File: config.mk
export PLATFORM = sky130hd
export DESIGN_NAME = dpfd_regs
export DESIGN_NICKNAME = d
export VERILOG_FILES = /design/src/dpfd_pkg.sv /design/src/dpfd_regs.sv
export SDC_FILE = /design/constraint.sdc
export NUM_CORES = 1
export LEC_CHECK = 0
export BUFFER_PORTS_ARGS = -buffer_cell sky130_fd_sc_hd__buf_2
export CORE_MARGIN = 2
export CORE_UTILIZATION = 40
export CTS_CLUSTER_DIAMETER = 150
export DETAILED_ROUTE_END_ITERATION = 6
export PLACE_DENSITY = 0.68
export RECOVER_POWER = 50
export SYNTH_ARGS = -nofsm -noshare
export SYNTH_HDL_FRONTEND = slang
export SYNTH_SLANG_ARGS = --single-unit
File: constraint.sdc
create_clock -name clk -period 7 [get_ports clk]
set_input_delay 1.4 -clock clk [delete_from_list [all_inputs] [get_ports clk]]
set_output_delay 1.4 -clock clk [all_outputs]
set_load 0.1 [all_outputs]
File: src/dpfd_pkg.sv
// Shared types and constants for the PID controller with filtered derivative.
// Holds the item structs, the register block struct and the register and flag codes.
// Depends on nothing.
package dpfd_pkg;

    localparam int SAMPLE_W        = 16;
    localparam int ERR_W           = SAMPLE_W + 1;
    localparam int COEF_W          = 24;
    localparam int DEF_FRAC_BITS   = 16;
    localparam int PROD_W          = COEF_W + ERR_W;
    localparam int ACC_W           = PROD_W + 3;
    localparam int PADDR_W         = 5;
    localparam int PDATA_W         = 32;
    localparam int FLAG_W          = 2;

    localparam logic signed [SAMPLE_W-1:0] UPPER_RESET = SAMPLE_W'(255);
    localparam logic signed [SAMPLE_W-1:0] LOWER_RESET = '0;

    typedef enum logic [2:0] {
        REG_GAIN_ERR_NOW   = 3'd0,
        REG_GAIN_ERR_PREV1 = 3'd1,
        REG_GAIN_ERR_PREV2 = 3'd2,
        REG_GAIN_OUT_PREV1 = 3'd3,
        REG_GAIN_OUT_PREV2 = 3'd4,
        REG_UPPER_LIMIT    = 3'd5,
        REG_LOWER_LIMIT    = 3'd6
    } dpfd_reg_t;

    typedef enum logic [FLAG_W-1:0] {
        LIMIT_NONE  = 2'd0,
        LIMIT_UPPER = 2'd1,
        LIMIT_LOWER = 2'd2
    } dpfd_limit_t;

    typedef struct packed {
        logic signed [SAMPLE_W-1:0] measured;
        logic signed [SAMPLE_W-1:0] setpoint;
    } dpfd_in_t;

    typedef struct packed {
        logic signed [SAMPLE_W-1:0] drive;
        logic        [FLAG_W-1:0]   limit_hit;
    } dpfd_out_t;

    typedef struct packed {
        logic signed [COEF_W-1:0]   gain_err_now;
        logic signed [COEF_W-1:0]   gain_err_prev1;
        logic signed [COEF_W-1:0]   gain_err_prev2;
        logic signed [COEF_W-1:0]   gain_out_prev1;
        logic signed [COEF_W-1:0]   gain_out_prev2;
        logic signed [SAMPLE_W-1:0] upper_limit;
        logic signed [SAMPLE_W-1:0] lower_limit;
    } dpfd_cfg_t;

endpackage

File: src/dpfd_regs.sv
// APB register block: five Q gains and the two clamp limits.
// Depends on dpfd_pkg.
module dpfd_regs (
    input  logic                     clk,
    input  logic                     rst_n,
    input  logic                     psel,
    input  logic                     penable,
    input  logic                     pwrite,
    input  logic [dpfd_pkg::PADDR_W-1:0] paddr,
    input  logic [dpfd_pkg::PDATA_W-1:0] pwdata,
    output logic [dpfd_pkg::PDATA_W-1:0] prdata,
    output logic                     pready,
    output dpfd_pkg::dpfd_cfg_t      cfg
);
    import dpfd_pkg::*;

    dpfd_cfg_t cfg_reg;
    dpfd_cfg_t cfg_next;
    dpfd_reg_t sel;
    logic      wr_en;

    assign sel    = dpfd_reg_t'(paddr[PADDR_W-1:2]);
    assign wr_en  = psel && penable && pwrite;
    assign pready = 1'b1;
    assign cfg    = cfg_reg;

    always_comb
    begin
        cfg_next = cfg_reg;
        if (wr_en)
        begin
            unique case (sel)
                REG_GAIN_ERR_NOW:   cfg_next.gain_err_now   = pwdata[COEF_W-1:0];
                REG_GAIN_ERR_PREV1: cfg_next.gain_err_prev1 = pwdata[COEF_W-1:0];
                REG_GAIN_ERR_PREV2: cfg_next.gain_err_prev2 = pwdata[COEF_W-1:0];
                REG_GAIN_OUT_PREV1: cfg_next.gain_out_prev1 = pwdata[COEF_W-1:0];
                REG_GAIN_OUT_PREV2: cfg_next.gain_out_prev2 = pwdata[COEF_W-1:0];
                REG_UPPER_LIMIT:    cfg_next.upper_limit    = pwdata[SAMPLE_W-1:0];
                REG_LOWER_LIMIT:    cfg_next.lower_limit    = pwdata[SAMPLE_W-1:0];
                default:            cfg_next = cfg_reg;
            endcase
        end
    end

    always_comb
    begin
        unique case (sel)
            REG_GAIN_ERR_NOW:   prdata = PDATA_W'(cfg_reg.gain_err_now);
            REG_GAIN_ERR_PREV1: prdata = PDATA_W'(cfg_reg.gain_err_prev1);
            REG_GAIN_ERR_PREV2: prdata = PDATA_W'(cfg_reg.gain_err_prev2);
            REG_GAIN_OUT_PREV1: prdata = PDATA_W'(cfg_reg.gain_out_prev1);
            REG_GAIN_OUT_PREV2: prdata = PDATA_W'(cfg_reg.gain_out_prev2);
            REG_UPPER_LIMIT:    prdata = PDATA_W'(cfg_reg.upper_limit);
            REG_LOWER_LIMIT:    prdata = PDATA_W'(cfg_reg.lower_limit);
            default:            prdata = '0;
        endcase
    end

    always_ff @(posedge clk or negedge rst_n)
    begin
        if (!rst_n)
        begin
            cfg_reg.gain_err_now   <= '0;
            cfg_reg.gain_err_prev1 <= '0;
            cfg_reg.gain_err_prev2 <= '0;
            cfg_reg.gain_out_prev1 <= '0;
            cfg_reg.gain_out_prev2 <= '0;
            cfg_reg.upper_limit    <= UPPER_RESET;
            cfg_reg.lower_limit    <= LOWER_RESET;
        end
        else
        begin
            cfg_reg <= cfg_next;
        end
    end

endmodule

==> impl_results.md <==
* Startpoint Class: input pin
* Top cells by area, synth: dfrtp_1 (50%), mux2_2 (26%), mux2i_1 (4.5%)
* Routed met2 length at 10.1 mm
* Grt ovf at 0
* TritonCTS Buffers at 17
* CP Max Fanout at 28
* Core area at ~18000 sq um
* Ys async rst share at 1.00
* Flops & latches, synth at between 150 and 200
* Post-CTS Setup Repair Bufs at 0
* IR Drop Worst-Case VDD at 300 uV
* Post-synth cell types at 36
* Post-Syn Instances at 515
* CP most frequent cell: buf_2
* Dominant synthesized flop cell: dfrtp_1
* 1st-pass router iterations at 4
* Arr. time, crit path at around 4000 ps
* CTS Sinks at ~150
* Critical path class: in2out
* Via count at around 5200
* Root Buffer: clkbuf_16
* Slew headroom at -1.45
* IO Pins at approximately 230
* PwrDens at 479 nW/um^2
* Reg clk slew, reported paths at ~60 ps
* Post-cts resize count at 0
* Post-DP HPWL at ~14 mm
* Chip Height at 138 um
* Critical Path Sink Type: primary output
* EDFF count, synth at 0
* Outcome: finished with violations
* Post-route antenna net violation count at 0
* Highest metal used: met4
* Fmax at ~190 MHz
* RSZ-0062 raised after global routing: false
* Placed cell area at 8350 sq um
* WP data required at between 5000 and 6000 ps
* DRC violations left at 0
* Initial drt markers at approximately 180
* Failing checks: capacitance limit, slew limit
* Wire length on met1 at 8.33 mm
* Initial Util at 0.404
* Fin nets at around 750
* Post-DR wirelength/cell at between 20 and 25 um
* H-tree Lvls at 4
* Max reg flops at about 150
* Placement Rows at 49
* Final min period at between 5000 and 6000 ps
* Die Outline Area at between 15000 and 20000 sq um
* Worst-Margin Slew at roughly 3700 ps
* Synth top area share at 0.502
* Skew final at 0 ps
* Total Wirelength at around 21 mm
* Final hold violation count at 0
* Crit path buffers/inverters at 2
* Cell area after synthesis at roughly 7200 sq um
* First-pass GRT wire length at ~32 mm
* Yosys warning count at 0
* Layout cells sized above 1 at 0.411
* PortBufs at between 200 and 250
* Gr usage total at 0.219
* Syn nets at approximately 560
* Final TNS setup at 0 ps
* Vias per inst at about 5.5
* Post-synthesis sequential area ratio at 0.531
* Kind of cell adding the most delay to the critical path: buffers and inverters
* Largest stage delay on the critical path at about 600 ps
* Routability cong. at 0.777
* Area Overhead vs Synth at 21.6%
* CTS Hold Buffers Added at 0
* CP Cell Sequence: buf_2 > nor2b_1 > a32oi_2 > o211ai_1 > buf_2
* Max Cap Viol at 1
* Setup violations, final at 0
* Utilization after layout at 0.491
* Initial antenna violation count at 0
* Max Slew Vio Count at slightly below 70
* Tcrit/Tclk final at 0.756
* TritonCTS clock tree: built
* Final non-filler cell area at a little under 9000 sq um
* Leakage at between 3 and 4 nW
* Hold Crit Class: reg2reg
* Maximum root-to-sink buffer count at 2
* Yosys top cell by area: dfrtp_1
* Worst-skew pair later-pin latency at between 400 and 500 ps
* Die extent in x at 138 um
* Met3 routed WL at approximately 1.9 mm
* Number of inserted diodes at 0
* Largest net degree at the start of global routing at 86
* Syn avg cell area at 14.0 sq um
* Vias in the first global route at 5619
* Slowest cell on crit path: nor2b_1
through the flow:
step	total power [mW]	hold WS, ps	cells	setup slack, ps
2_1_floorplan	3.02	855	515	1080
3_3_place_gp	3.34	503	922	1700
3_5_place_dp	3.37	507	922	1710
4_1_cts	4.26	521	954	1690
5_1_grt	4.33	553	954	1430
6_report	4.19	520	954	1710
report_power, final:
group | total (mW) | switching (mW) | internal, mW
Combinational | 2.10 | 1.81 | 0.290
Sequential | 1.20 | 0.142 | 1.06
Clock | 0.884 | 0.373 | 0.511
cell type report:
| class | count | area, sq um |
|---|---|---|
| clock buffer | 20 | 457 |
| clock inverter | 12 | 116 |
| fill | 1644 | 9050 |
| inverter | 1 | 3.75 |
| multi-input combinational | 317 | 3100 |
| sequential | 152 | 3810 |
| tap | 229 | 287 |
| timing repair buffer | 223 | 955 |
cell usage after synthesis, drive strengths merged, types with 2 or more instances:
master    n
o221ai   11
nor2b     3
clkbuf    7
nor3      3
a32oi     5
dfrtp   144
nor2      5
o211ai   11
buf      38
nand2b    2
o21a     18
mux2i    32
nand2    12
and2      5
nand3    11
a22oi    14
nand3b    8
dfstp     8
mux2    168
cell families after synthesis:
| group | Yosys count | synth area share |
|---|---|---|
| other | 1 | 0.000522 |
| buffers and inverters | 46 | 0.0411 |
| DFF | 152 | 0.531 |
| muxes | 201 | 0.311 |
| AOI/OAI and AO/OA | 61 | 0.0676 |
| and+or+nand+nor | 54 | 0.0489 |
worst paths after layout:
path | slack (ps) | cells past startpoint | to | startpoint
max | 1710 | 5 | prdata[25] | paddr[3]
min | 520 | 1 | cfg[10] | cfg[10]
max reg2reg | 6190 | 1 | cfg[61] | cfg[61]
min reg2reg | 520 | 1 | cfg[10] | cfg[10]
max in group asynchronous | 2200 | 2 | cfg[68] | rst_n
min in group asynchronous | 2230 | 1 | cfg[149] | rst_n
metal layers:
metal	track usage	vias to the layer above
li1	-	2298
met1	0.258	2685
met2	0.367	231
met3	0.0890	30
met4	0.0693	0
met5	0	-
cells in the final DEF (no fill, tap or decap), types with 2 or more instances in the layout:
cell type	Yosys	final
a22oi_1	14	14
a32oi_1	4	4
and2_1	5	5
buf_2	11	70
buf_4	23	8
clkbuf_1	7	146
clkbuf_16	0	17
clkbuf_8	0	2
clkinv_4	0	2
clkinvlp_4	0	5
dfrtp_1	144	144
dfstp_2	8	8
inv_6	0	3
mux2_2	168	168
mux2i_1	32	32
nand2_1	12	12
nand3_1	11	11
nand3b_1	8	8
nor2_2	5	2
nor2_4	0	3
nor2b_1	3	3
nor3_4	1	2
o211ai_1	11	11
o21a_1	18	18
o221ai_1	11	11
(Power assumes the default switching activity.)
